[src/rtl/core/clsr_pkg.sv]
`timescale 1ns / 1ps

package clsr_pkg;

  // Widths of the loop arithmetic.
  localparam int SIG_W  = 32;  // Q16.16 signals
  localparam int COEF_W = 16;  // Q4.12 coefficients
  localparam int PROD_W = SIG_W + COEF_W;
  localparam int ACC_W  = 52;  // sum of up to five products with headroom
  localparam int FRAC_SHIFT = 12;
  localparam int LIM_W  = 31;
  localparam int CNT_W  = 16;

  // Configuration port geometry: 64-bit data, registers on 8-byte strides.
  localparam int PADDR_W = 6;
  localparam int PDATA_W = 64;

  typedef enum logic [2:0] {
    REG_SETPOINT    = 3'd0,
    REG_ERROR_LIMIT = 3'd1,
    REG_CTRL_NUM    = 3'd2,
    REG_CTRL_DEN    = 3'd3,
    REG_PLANT_NUM   = 3'd4,
    REG_PLANT_DEN   = 3'd5
  } reg_idx_t;

  typedef enum logic [2:0] {
    ST_IDLE,
    ST_PLANT,
    ST_PSCALE,
    ST_ERR,
    ST_CTRL,
    ST_CSCALE,
    ST_UPD
  } state_t;

  // Control of the shared multiply-accumulate unit.
  typedef struct packed {
    logic clear;  // zero the accumulator
    logic vld;    // a product term is presented this cycle
    logic sub;    // the term is subtracted rather than added
  } mac_ctl_t;

  typedef struct packed {
    logic [SIG_W-1:0] val;
    logic             ovf;
  } sat_t;

  // Round half up, floor-shift by the coefficient fraction, saturate to 32 bits.
  function automatic sat_t rescale(input logic signed [ACC_W-1:0] acc);
    logic signed [ACC_W-1:0] v;
    logic signed [ACC_W-1:0] q;
    sat_t r;
    v = acc + ACC_W'(2048);
    q = v >>> FRAC_SHIFT;
    if (q[ACC_W-1:SIG_W-1] == '0 || q[ACC_W-1:SIG_W-1] == '1) begin
      r.val = q[SIG_W-1:0];
      r.ovf = 1'b0;
    end else begin
      r.ovf = 1'b1;
      r.val = q[ACC_W-1] ? {1'b1, {(SIG_W-1){1'b0}}} : {1'b0, {(SIG_W-1){1'b1}}};
    end
    return r;
  endfunction

  // Saturate a 33-bit difference to 32 bits.
  function automatic sat_t sat33(input logic [SIG_W:0] d);
    sat_t r;
    if (d[SIG_W] == d[SIG_W-1]) begin
      r.val = d[SIG_W-1:0];
      r.ovf = 1'b0;
    end else begin
      r.ovf = 1'b1;
      r.val = d[SIG_W] ? {1'b1, {(SIG_W-1){1'b0}}} : {1'b0, {(SIG_W-1){1'b1}}};
    end
    return r;
  endfunction

endpackage

[src/rtl/core/clsr_if.sv]
`timescale 1ns / 1ps

// Tick channel: one request advances the loop by one step.
interface clsr_tick_if;
  logic valid;
  logic ready;
  logic restart;

  modport source (output valid, output restart, input ready);
  modport sink (input valid, input restart, output ready);
endinterface

// Result channel: one request per step.
interface clsr_result_if;
  logic        valid;
  logic        ready;
  logic [31:0] plant_output;
  logic [30:0] error_sum;
  logic        limit_hit;
  logic        last_of_run;

  modport source (output valid, output plant_output, output error_sum,
                  output limit_hit, output last_of_run, input ready);
  modport sink (input valid, input plant_output, input error_sum,
                input limit_hit, input last_of_run, output ready);
endinterface

[src/rtl/core/clsr_mac.sv]
`timescale 1ns / 1ps

// Shared multiply-accumulate unit: registered product, then accumulation.
module clsr_mac (
  input  logic                                   clk,
  input  logic                                   rst,
  input  clsr_pkg::mac_ctl_t                     ctl,
  input  logic signed [clsr_pkg::COEF_W-1:0]     coef,
  input  logic signed [clsr_pkg::SIG_W-1:0]      data,
  output logic signed [clsr_pkg::ACC_W-1:0]      acc
);

  logic signed [clsr_pkg::PROD_W-1:0] prod;
  logic                               prod_vld;
  logic                               prod_sub;
  logic signed [clsr_pkg::ACC_W-1:0]  prod_ext;

  assign prod_ext = {{(clsr_pkg::ACC_W-clsr_pkg::PROD_W){prod[clsr_pkg::PROD_W-1]}}, prod};

  always_ff @(posedge clk) begin
    if (rst) begin
      prod_vld <= 1'b0;
    end else begin
      prod_vld <= ctl.vld;
    end
  end

  always_ff @(posedge clk) begin
    prod     <= coef * data;
    prod_sub <= ctl.sub;
    if (ctl.clear) begin
      acc <= '0;
    end else if (prod_vld) begin
      acc <= prod_sub ? acc - prod_ext : acc + prod_ext;
    end
  end

endmodule

[src/rtl/core/closed_loop_step_response.sv]
`timescale 1ns / 1ps

// Closed-loop step response engine.
// Each request on the tick channel advances a plant/controller loop of two
// second-order difference equations by one step, and produces exactly one
// request on the result channel: the plant output before the step, the
// running absolute-error sum (clipped at error_limit), a sticky limit or
// overflow flag, and a last-of-run mark every RUN_LENGTH steps.
// A tick with restart set clears the loop state before its step.
// Coefficients, setpoint and error limit are written over the APB-style port,
// by the user only while the engine is idle; the block does not enforce this.
// pready is always high and reads return the value. One step uses the single
// shared 16x32 multiplier for nine products (four plant, five controller
// terms) plus rescaling and update states. The tick channel is ready only in
// the idle state, so no new tick is taken until the step in progress has made
// its update. A finished result sits in an output register, so the next tick
// is taken while the result waits; if the receiver stalls, the following step
// finishes its arithmetic and then holds until the output register frees.
// Reset restores configuration defaults and clears loop state and result valid.
module closed_loop_step_response #(
  parameter int RUN_LENGTH = 20
) (
  input  logic                              clk,
  input  logic                              rst,
  clsr_tick_if.sink                         tick,
  clsr_result_if.source                     result,
  input  logic                              psel,
  input  logic                              penable,
  input  logic                              pwrite,
  input  logic [clsr_pkg::PADDR_W-1:0]      paddr,
  input  logic [clsr_pkg::PDATA_W-1:0]      pwdata,
  output logic [clsr_pkg::PDATA_W-1:0]      prdata,
  output logic                              pready
);

  localparam int SW = clsr_pkg::SIG_W;

  // Configuration registers.
  logic [31:0]            setpoint;
  logic [30:0]            error_limit;
  logic [47:0]            ctrl_num_coeffs;
  logic [31:0]            ctrl_den_coeffs;
  logic [31:0]            plant_num_coeffs;
  logic [31:0]            plant_den_coeffs;
  logic                   cfg_wr;
  clsr_pkg::reg_idx_t     cfg_idx;

  // Loop state.
  logic signed [SW-1:0]   y1, y2, c1, c2, e1, e2;
  logic [30:0]            err_accum;
  logic                   ovf_flag;
  logic [clsr_pkg::CNT_W-1:0] step_count;

  // Per-step working registers.
  logic signed [SW-1:0]   yp, e_cur, u;
  logic                   ovf_step;
  logic [SW:0]            diff;
  logic [33:0]            sum;
  logic                   sum_gt;

  // Sequencer.
  clsr_pkg::state_t       state, state_next;
  logic [2:0]             cnt, cnt_next;

  // Shared unit.
  clsr_pkg::mac_ctl_t                     mac_ctl;
  logic signed [clsr_pkg::COEF_W-1:0]     mac_coef;
  logic signed [SW-1:0]                   mac_data;
  logic signed [clsr_pkg::ACC_W-1:0]      acc;

  clsr_pkg::sat_t         acc_sat;
  clsr_pkg::sat_t         e_sat;
  logic                   tick_acc;
  logic                   slot_free;
  logic                   flag_new;
  logic                   last;

  assign pready  = 1'b1;
  assign cfg_wr  = psel & penable & pwrite;
  assign cfg_idx = clsr_pkg::reg_idx_t'(paddr[clsr_pkg::PADDR_W-1:3]);

  always_comb begin
    case (cfg_idx)
      clsr_pkg::REG_SETPOINT:    prdata = {32'd0, setpoint};
      clsr_pkg::REG_ERROR_LIMIT: prdata = {33'd0, error_limit};
      clsr_pkg::REG_CTRL_NUM:    prdata = {16'd0, ctrl_num_coeffs};
      clsr_pkg::REG_CTRL_DEN:    prdata = {32'd0, ctrl_den_coeffs};
      clsr_pkg::REG_PLANT_NUM:   prdata = {32'd0, plant_num_coeffs};
      clsr_pkg::REG_PLANT_DEN:   prdata = {32'd0, plant_den_coeffs};
      default:                   prdata = '0;
    endcase
  end

  always_ff @(posedge clk) begin
    if (rst) begin
      setpoint         <= 32'd65536;
      error_limit      <= 31'd655360000;
      ctrl_num_coeffs  <= 48'd4096;
      ctrl_den_coeffs  <= 32'd61440;
      plant_num_coeffs <= 32'd268439552;
      plant_den_coeffs <= 32'd4281594266;
    end else if (cfg_wr) begin
      case (cfg_idx)
        clsr_pkg::REG_SETPOINT:    setpoint         <= pwdata[31:0];
        clsr_pkg::REG_ERROR_LIMIT: error_limit      <= pwdata[30:0];
        clsr_pkg::REG_CTRL_NUM:    ctrl_num_coeffs  <= pwdata[47:0];
        clsr_pkg::REG_CTRL_DEN:    ctrl_den_coeffs  <= pwdata[31:0];
        clsr_pkg::REG_PLANT_NUM:   plant_num_coeffs <= pwdata[31:0];
        clsr_pkg::REG_PLANT_DEN:   plant_den_coeffs <= pwdata[31:0];
        default: ;
      endcase
    end
  end

  assign tick.ready = (state == clsr_pkg::ST_IDLE);
  assign tick_acc   = tick.valid & tick.ready;
  assign slot_free  = ~result.valid | result.ready;

  // Sequencer: state register.
  always_ff @(posedge clk) begin
    if (rst) begin
      state <= clsr_pkg::ST_IDLE;
      cnt   <= '0;
    end else begin
      state <= state_next;
      cnt   <= cnt_next;
    end
  end

  // Sequencer: next state and the operands fed to the shared unit. The plant
  // takes four terms and a drain step, the controller five terms and a drain.
  always_comb begin
    state_next = state;
    cnt_next   = cnt;
    mac_ctl    = '0;
    mac_coef   = '0;
    mac_data   = '0;
    case (state)
      clsr_pkg::ST_IDLE: begin
        if (tick.valid) begin
          state_next = clsr_pkg::ST_PLANT;
          cnt_next   = '0;
        end
      end
      clsr_pkg::ST_PLANT: begin
        mac_ctl.clear = (cnt == 3'd0);
        mac_ctl.vld   = (cnt != 3'd4);
        case (cnt)
          3'd0: begin
            mac_coef = plant_num_coeffs[15:0];
            mac_data = c1;
          end
          3'd1: begin
            mac_coef = plant_num_coeffs[31:16];
            mac_data = c2;
          end
          3'd2: begin
            mac_coef    = plant_den_coeffs[15:0];
            mac_data    = y1;
            mac_ctl.sub = 1'b1;
          end
          3'd3: begin
            mac_coef    = plant_den_coeffs[31:16];
            mac_data    = y2;
            mac_ctl.sub = 1'b1;
          end
          default: ;
        endcase
        if (cnt == 3'd4) begin
          state_next = clsr_pkg::ST_PSCALE;
          cnt_next   = '0;
        end else begin
          cnt_next = cnt + 3'd1;
        end
      end
      clsr_pkg::ST_PSCALE: state_next = clsr_pkg::ST_ERR;
      clsr_pkg::ST_ERR: begin
        state_next = clsr_pkg::ST_CTRL;
        cnt_next   = '0;
      end
      clsr_pkg::ST_CTRL: begin
        mac_ctl.clear = (cnt == 3'd0);
        mac_ctl.vld   = (cnt != 3'd5);
        case (cnt)
          3'd0: begin
            mac_coef = ctrl_num_coeffs[15:0];
            mac_data = e_cur;
          end
          3'd1: begin
            mac_coef = ctrl_num_coeffs[31:16];
            mac_data = e1;
          end
          3'd2: begin
            mac_coef = ctrl_num_coeffs[47:32];
            mac_data = e2;
          end
          3'd3: begin
            mac_coef    = ctrl_den_coeffs[15:0];
            mac_data    = c1;
            mac_ctl.sub = 1'b1;
          end
          3'd4: begin
            mac_coef    = ctrl_den_coeffs[31:16];
            mac_data    = c2;
            mac_ctl.sub = 1'b1;
          end
          default: ;
        endcase
        if (cnt == 3'd5) begin
          state_next = clsr_pkg::ST_CSCALE;
          cnt_next   = '0;
        end else begin
          cnt_next = cnt + 3'd1;
        end
      end
      clsr_pkg::ST_CSCALE: state_next = clsr_pkg::ST_UPD;
      clsr_pkg::ST_UPD: begin
        if (slot_free) begin
          state_next = clsr_pkg::ST_IDLE;
        end
      end
      default: state_next = clsr_pkg::ST_IDLE;
    endcase
  end

  clsr_mac u_mac (
    .clk  (clk),
    .rst  (rst),
    .ctl  (mac_ctl),
    .coef (mac_coef),
    .data (mac_data),
    .acc  (acc)
  );

  assign acc_sat  = clsr_pkg::rescale(acc);
  assign e_sat    = clsr_pkg::sat33({setpoint[31], setpoint} - {yp[SW-1], yp});
  assign flag_new = ovf_flag | sum_gt | ovf_step;
  assign last     = (step_count == clsr_pkg::CNT_W'(RUN_LENGTH - 1));

  // Loop state: cleared by reset or by a restart tick, advanced once a step
  // has its controller output and the output register is free.
  always_ff @(posedge clk) begin
    if (rst || (tick_acc && tick.restart)) begin
      y1         <= '0;
      y2         <= '0;
      c1         <= '0;
      c2         <= '0;
      e1         <= '0;
      e2         <= '0;
      err_accum  <= '0;
      ovf_flag   <= 1'b0;
      step_count <= '0;
    end else if (state == clsr_pkg::ST_UPD && slot_free) begin
      y2         <= y1;
      y1         <= yp;
      c2         <= c1;
      c1         <= u;
      e2         <= e1;
      e1         <= e_cur;
      ovf_flag   <= flag_new;
      err_accum  <= flag_new ? error_limit : sum[30:0];
      step_count <= last ? '0 : step_count + clsr_pkg::CNT_W'(1);
    end
  end

  // Working registers of one step. The error-sum term uses the plant output
  // from before the step, so it runs alongside the controller products.
  always_ff @(posedge clk) begin
    if (tick_acc) begin
      ovf_step <= 1'b0;
    end
    case (state)
      clsr_pkg::ST_PSCALE: begin
        yp       <= acc_sat.val;
        ovf_step <= ovf_step | acc_sat.ovf;
        diff     <= {setpoint[31], setpoint} - {y1[SW-1], y1};
      end
      clsr_pkg::ST_ERR: begin
        e_cur    <= e_sat.val;
        ovf_step <= ovf_step | e_sat.ovf;
        sum      <= diff[SW] ? {3'd0, err_accum} - {diff[SW], diff}
                             : {3'd0, err_accum} + {diff[SW], diff};
      end
      clsr_pkg::ST_CTRL: begin
        if (cnt == 3'd0) begin
          sum_gt <= (sum > {3'd0, error_limit});
        end
      end
      clsr_pkg::ST_CSCALE: begin
        u        <= acc_sat.val;
        ovf_step <= ovf_step | acc_sat.ovf;
      end
      default: ;
    endcase
  end

  // Output register.
  always_ff @(posedge clk) begin
    if (rst) begin
      result.valid <= 1'b0;
    end else if (state == clsr_pkg::ST_UPD && slot_free) begin
      result.valid <= 1'b1;
    end else if (result.ready) begin
      result.valid <= 1'b0;
    end
  end

  always_ff @(posedge clk) begin
    if (state == clsr_pkg::ST_UPD && slot_free) begin
      result.plant_output <= y1;
      result.error_sum    <= flag_new ? error_limit : sum[30:0];
      result.limit_hit    <= flag_new;
      result.last_of_run  <= last;
    end
  end

`ifndef SYNTHESIS
  // A result only appears as a step completes its update.
  assert property (@(posedge clk) disable iff (rst)
    $rose(result.valid) |-> $past(state) == clsr_pkg::ST_UPD)
    else $error("result raised outside of the update state");

  // An accepted tick starts the plant products with the first term.
  assert property (@(posedge clk) disable iff (rst)
    tick_acc |=> (state == clsr_pkg::ST_PLANT && cnt == 3'd0))
    else $error("accepted tick did not start the plant sequence");

  // A completed update always leaves a pending result and returns to idle.
  assert property (@(posedge clk) disable iff (rst)
    (state == clsr_pkg::ST_UPD && slot_free) |=>
      (state == clsr_pkg::ST_IDLE && result.valid))
    else $error("update did not publish a result");

  // The term counter stays within the plant equation's length.
  assert property (@(posedge clk) disable iff (rst)
    (state == clsr_pkg::ST_PLANT) |-> (cnt <= 3'd4))
    else $error("plant term counter out of range");
`endif

endmodule

[src/flat_wrapper.sv]
// flat-port wrapper written by rule: the top's interface ports become plain ports
module closed_loop_step_response_flat 
#(
  parameter int RUN_LENGTH = 20
)
  (clk, rst, psel, penable, pwrite, paddr, pwdata, prdata, pready, tick_valid, tick_restart, tick_ready, result_valid, result_plant_output, result_error_sum, result_limit_hit, result_last_of_run, result_ready);
  clsr_tick_if tick_i ();
  clsr_result_if result_i ();
  input  logic clk;
  input  logic rst;
  input  logic psel;
  input  logic penable;
  input  logic pwrite;
  input  logic [clsr_pkg::PADDR_W-1:0] paddr;
  input  logic [clsr_pkg::PDATA_W-1:0] pwdata;
  output logic [clsr_pkg::PDATA_W-1:0] prdata;
  output logic pready;
  input wire logic [$bits(tick_i.valid)-1:0] tick_valid;
  input wire logic [$bits(tick_i.restart)-1:0] tick_restart;
  output wire logic [$bits(tick_i.ready)-1:0] tick_ready;
  output wire logic [$bits(result_i.valid)-1:0] result_valid;
  output wire logic [$bits(result_i.plant_output)-1:0] result_plant_output;
  output wire logic [$bits(result_i.error_sum)-1:0] result_error_sum;
  output wire logic [$bits(result_i.limit_hit)-1:0] result_limit_hit;
  output wire logic [$bits(result_i.last_of_run)-1:0] result_last_of_run;
  input wire logic [$bits(result_i.ready)-1:0] result_ready;
  assign tick_i.valid = tick_valid;
  assign tick_i.restart = tick_restart;
  assign tick_ready = tick_i.ready;
  assign result_valid = result_i.valid;
  assign result_plant_output = result_i.plant_output;
  assign result_error_sum = result_i.error_sum;
  assign result_limit_hit = result_i.limit_hit;
  assign result_last_of_run = result_i.last_of_run;
  assign result_i.ready = result_ready;
  closed_loop_step_response #(.RUN_LENGTH(RUN_LENGTH)) u_core (.clk(clk), .rst(rst), .tick(tick_i), .result(result_i), .psel(psel), .penable(penable), .pwrite(pwrite), .paddr(paddr), .pwdata(pwdata), .prdata(prdata), .pready(pready));
endmodule
[config.mk]
export PLATFORM = sky130hd
export DESIGN_NAME = closed_loop_step_response_flat
export DESIGN_NICKNAME = d
export VERILOG_FILES = /design/src/rtl/core/clsr_pkg.sv /design/src/rtl/core/clsr_if.sv /design/src/rtl/core/clsr_mac.sv /design/src/rtl/core/closed_loop_step_response.sv /design/src/flat_wrapper.sv
export SDC_FILE = /design/constraint.sdc
export NUM_CORES = 2
export LEC_CHECK = 0
export ABC_AREA = 0
export BUFFER_PORTS_ARGS = -buffer_cell sky130_fd_sc_hd__buf_2
export CAP_MARGIN = 40
export CORE_MARGIN = 2
export CORE_UTILIZATION = 31
export DETAILED_ROUTE_END_ITERATION = 8
export HOLD_SLACK_MARGIN = 0.15
export PLACE_DENSITY = 0.54
export SKIP_CTS_REPAIR_TIMING = 1
export SKIP_LAST_GASP = 1
export SLEW_MARGIN = 20
export SYNTH_ARGS = -nofsm -noshare
export SYNTH_HDL_FRONTEND = slang
export SYNTH_SLANG_ARGS = --single-unit
[constraint.sdc]
create_clock -name clk -period 10.1 [get_ports clk]
set_clock_uncertainty 0.1 [all_clocks]
set_input_delay 0 -clock clk [delete_from_list [all_inputs] [get_ports clk]]
set_output_delay 0 -clock clk [all_outputs]
set_load 0.03 [all_outputs]
==> metrics.md <==
| Metric | Value |
|---|---|
| Drt via density | `roughly 5.2` |
| XOR/XNOR Fraction of Synth Area | `4.259%` |
| Flops & latches, synth | `~790` |
| Initial DRC count | `5,196` |
| Max IR drop VDD | `128.0 uV` |
| Routed wire length per instance | `around 22 um` |
| Fin nets | `between 7,000 and 8,000` |
| Hold Slack | `roughly 0.14 ns` |
| Clk slew on worst S/H paths | `around 0.06 ns` |
| Met1 usage | `28.45%` |
| Reg2Reg Depth | `25` |
| Post-synthesis to final-layout area growth | `15.14%` |
| Yosys warns | `0` |
| Total leakage power | `between 20 and 30 nW` |
| # fillers | `roughly 19,000` |
| Tcrit/Tclk final | `~92%` |
| Starting Density | `31.21%` |
| Core Area | `about 190,000 sq um` |
| TritonCTS clock tree | `yes` |
| HPWL after DPL | `~160,000 um` |
| Post-synthesis sequential area ratio | `around 30%` |
| Sum Neg Setup Slack | `0 ns` |
| Hold Path Sink | `u_core.plant_num_coeffs[10]` |
| Max-cap violations | `0` |
| Most frequently used flop master after synthesis | `dfxtp_1` |
| Met2 Use GR | `around a third` |
| Share of layout cells above drive strength 1 | `under 10%` |
| FF+latch area | `18,040 sq um` |
| Number of distinct library cells after synthesis | `roughly 100` |
| Min Clock Period, post-route | `a little over 9 ns` |
| Nature of the critical path endpoint | `flip-flop` |
| Placed Instances | `9,373` |
| Mux share of post-synthesis cell area | `less than 1%` |
| First-pass GRT wire length | `around 310,000 um` |
| Reg2reg end | `u_core.u_mac.prod[45]` |
| Port bufs | `173` |
| R2r setup slk | `0.82 ns` |
| Worst-margin pin slew | `about 1.2 ns` |
| Maximum clock rate | `~110 MHz` |
| Clock Latency Late Sink | `approximately 0.73 ns` |
| Final setup vio count | `0` |
| Critical path startpoint category | `flip-flop` |
| Status | `complete, but fails checks` |
| EDFF count, synth | `230` |
| Depth of the CTS H-tree | `3` |
| Gr usage total | `a little over a fifth` |
| Core Rows | `159` |
| Synth Area in Adders | `between 20% and 30%` |
| Post-DP Area | `about 63,000 sq um` |
| Slew Limit Headroom | `a little under a quarter` |
| Full die area | `roughly 190,000 sq um` |
| DRC | `83` |
| Mean post-synth cell area | `between 8 and 9 sq um` |
| Setup ws final | `a little over 0.8 ns` |
| Post-synthesis cell count | `6,891` |
| RR Startpoint | `u_core.cnt[2]` |
| Largest net degree at the start of global routing | `between 100 and 150` |
| HP Class | `input port to flip-flop` |
| Ys async rst share | `0%` |
| DP Worst Slack | `0.9294 ns` |
| Hold Startpoint | `pwdata[10]` |
| I/O pin cnt | `210` |
| Tot Pwr | `slightly above 9 mW` |
| Die X | `about 440 um` |
| GRT busiest layer | `met2` |
| Worst setup path category | `flip-flop to flip-flop` |
| Multi-input gate area | `36,420 sq um` |
| Max Buffers Root-to-Sink | `3` |
| Met3 usage | `3.243%` |
| Largest family of logic cells by synthesized area | `adder cells` |
| CP max FO | `25` |
| Post-Layout Cell Count | `9,685` |
| RSZ-0062 raised after global routing | `no` |
| Post-route design area | `just under 70,000 sq um` |
| Post-layout util | `35.93%` |
| Post-Syn Area | `between 50,000 and 60,000 sq um` |
| Clock Sinks | `~800` |
| Initial antenna violation count | `6` |
| Critical Path RT | `roughly 11 ns` |
| CTS buffer count | `92` |
| Via count | `50,610` |
| Total wire length | `211,800 um` |
| Vias in the first global route | `48,280` |
| Power Dens Cells | `137.2 nW/um^2` |
| Total grt overflow | `0` |
| Final Hold Vio Count | `0` |
| Synth Area in Compound Gates | `16.75%` |
| Data arrival, critical path | `about 10 ns` |
| Worst hold stages | `4` |
| Routability cong. | `around 0.92` |
| DRT Pass-1 Iters | `9` |
| Simple-Gate Fraction of Synth Area | `approximately 17%` |
| Failing checks | `DRC` |
| Root buf cell | `clkbuf_16` |
| ANT nets after route | `0` |
| Vert. Die Dim | `approximately 440 um` |
| Final-report max-slew violation count | `0` |
-- flip-flops by register name, summed over array words and instances, names as in the netlist, 32 cells and up --
register                    count
u_core.e_cur                   32
u_core.result.plant_output     32
u_core.u                       32
u_core.e1                      32
u_core.y1                      32
u_core.e2                      32
u_core.plant_den_coeffs        32
u_core.y2                      32
u_core.c2                      32
u_core.yp                      32
u_core.c1                      32
u_core.setpoint                32
u_core.sum                     34
u_core.ctrl_den_coeffs         32
u_core.plant_num_coeffs        32
u_core.diff                    33
u_core.ctrl_num_coeffs         48
u_core.u_mac.acc               52
u_core.u_mac.prod              48
-- synthesized netlist by cell type, types with 87 or more instances --
library cell	n	area (sq um)
a21oi_1	584	2923
fa_1	491	9829
nor3_1	94	470.5
clkbuf_1	314	1179
edfxtp_1	230	6907
nand2_1	1228	4609
o21ai_0	230	1151
nor2_1	584	2192
a22oi_1	281	2110
a21o_1	95	713.2
dfxtp_1	556	11130
ha_1	299	3741
inv_1	770	2890
xnor2_1	200	1752
nand3_1	87	435.4
-- worst max-delay path, cell delays in order (launching register included) --
cell and delay, ns:
dfxtp_2 0.56, inv_1 0.16, ha_4 0.33, o31a_2 0.61, buf_4 0.31, a22oi_1 0.68
inv_1 0.29, nor2_1 0.22, fa_1 0.44, fa_1 0.52, fa_1 0.56, fa_1 0.56
fa_1 0.56, inv_1 0.06, fa_1 0.58, inv_1 0.06, ha_1 0.38, a21oi_1 0.19
o21ai_0 0.13, a311oi_1 0.36, o22ai_1 0.19, a21oi_1 0.32, o21a_1 0.28, o31ai_1 0.14
o41ai_1 0.37, xnor2_1 0.18
-- final cells by class --
cell class,count,share of cell area (%)
flip-flops and latches,786,26.73
clock inverters,32,0.6508
clock buffers,142,3.990
inverters,770,4.294
repair buffers,478,5.714
multi-input cells,4977,53.97
diodes,5,0.01854
well taps,2495,4.626
-- per-layer routing --
metal	share of wire [%]	routed length (um)
met5	0.0052	11
met2	45	95540
met3	7.4	15690
met1	42	89390
met4	5.3	11180
-- worst max-delay path by stage --
stage               slack [ns]  cells past startpoint                    end     startpoint
global placement          0.99                     25  u_core.u_mac.prod[45]  u_core.cnt[2]
floorplan                 2.06                     31  u_core.u_mac.prod[45]  u_core.cnt[2]
finish                    0.82                     25  u_core.u_mac.prod[45]  u_core.cnt[2]
global route              0.35                     25  u_core.u_mac.prod[45]  u_core.cnt[2]
CTS                       0.87                     26  u_core.u_mac.prod[45]  u_core.cnt[2]
detailed placement        0.93                     25  u_core.u_mac.prod[45]  u_core.cnt[2]
-- cells by family (layout without fill, tap and decap cells) --
group | Yosys count | after routing
AO/OA/AOI/OAI | 1537 | 1537
adder cells (fa/ha/maj) | 797 | 797
XOR/XNOR | 285 | 285
other | 2 | 22
buffers and inverters | 1143 | 1422
multiplexers | 41 | 41
AND/OR/NAND/NOR | 2300 | 2300
flip-flops | 786 | 786
-- layout by cell type (no fill, tap or decap), types with 16 or more instances in the layout --
cell type | synthesis | final
a22oi_1 | 281 | 271
nand2_1 | 1228 | 1225
conb_1 | 2 | 17
clkbuf_8 | 0 | 16
a21o_1 | 95 | 95
nand3_1 | 87 | 86
nand3b_1 | 31 | 31
a21oi_1 | 584 | 584
a222oi_1 | 48 | 48
clkbuf_16 | 0 | 94
nand2b_1 | 37 | 37
dfxtp_1 | 556 | 554
nand4_1 | 28 | 28
xnor2_1 | 200 | 200
a31oi_1 | 38 | 38
and2_1 | 48 | 45
ha_1 | 299 | 297
nor2_1 | 584 | 582
a22o_1 | 39 | 39
o21bai_1 | 22 | 22
a211oi_1 | 27 | 27
nor4_1 | 18 | 18
buf_4 | 18 | 150
and3_1 | 35 | 33
fa_1 | 491 | 491
inv_1 | 770 | 769
buf_2 | 12 | 175
nor2b_1 | 35 | 30
o21ai_0 | 230 | 230
clkbuf_1 | 314 | 32
xor2_1 | 85 | 85
mux2i_1 | 40 | 40
o31ai_1 | 17 | 17
edfxtp_1 | 230 | 230
dlygate4sd3_1 | 0 | 124
nor3_1 | 94 | 90
o21a_1 | 50 | 50
-- where the power goes --
part           internal, mW  leakage (nW)  switching (mW)
clock network          2.01          1.52            1.47
logic                 0.869          19.6            1.37
registers              3.41          6.66           0.135
Note: power is estimated with default switching activity, not from simulation.
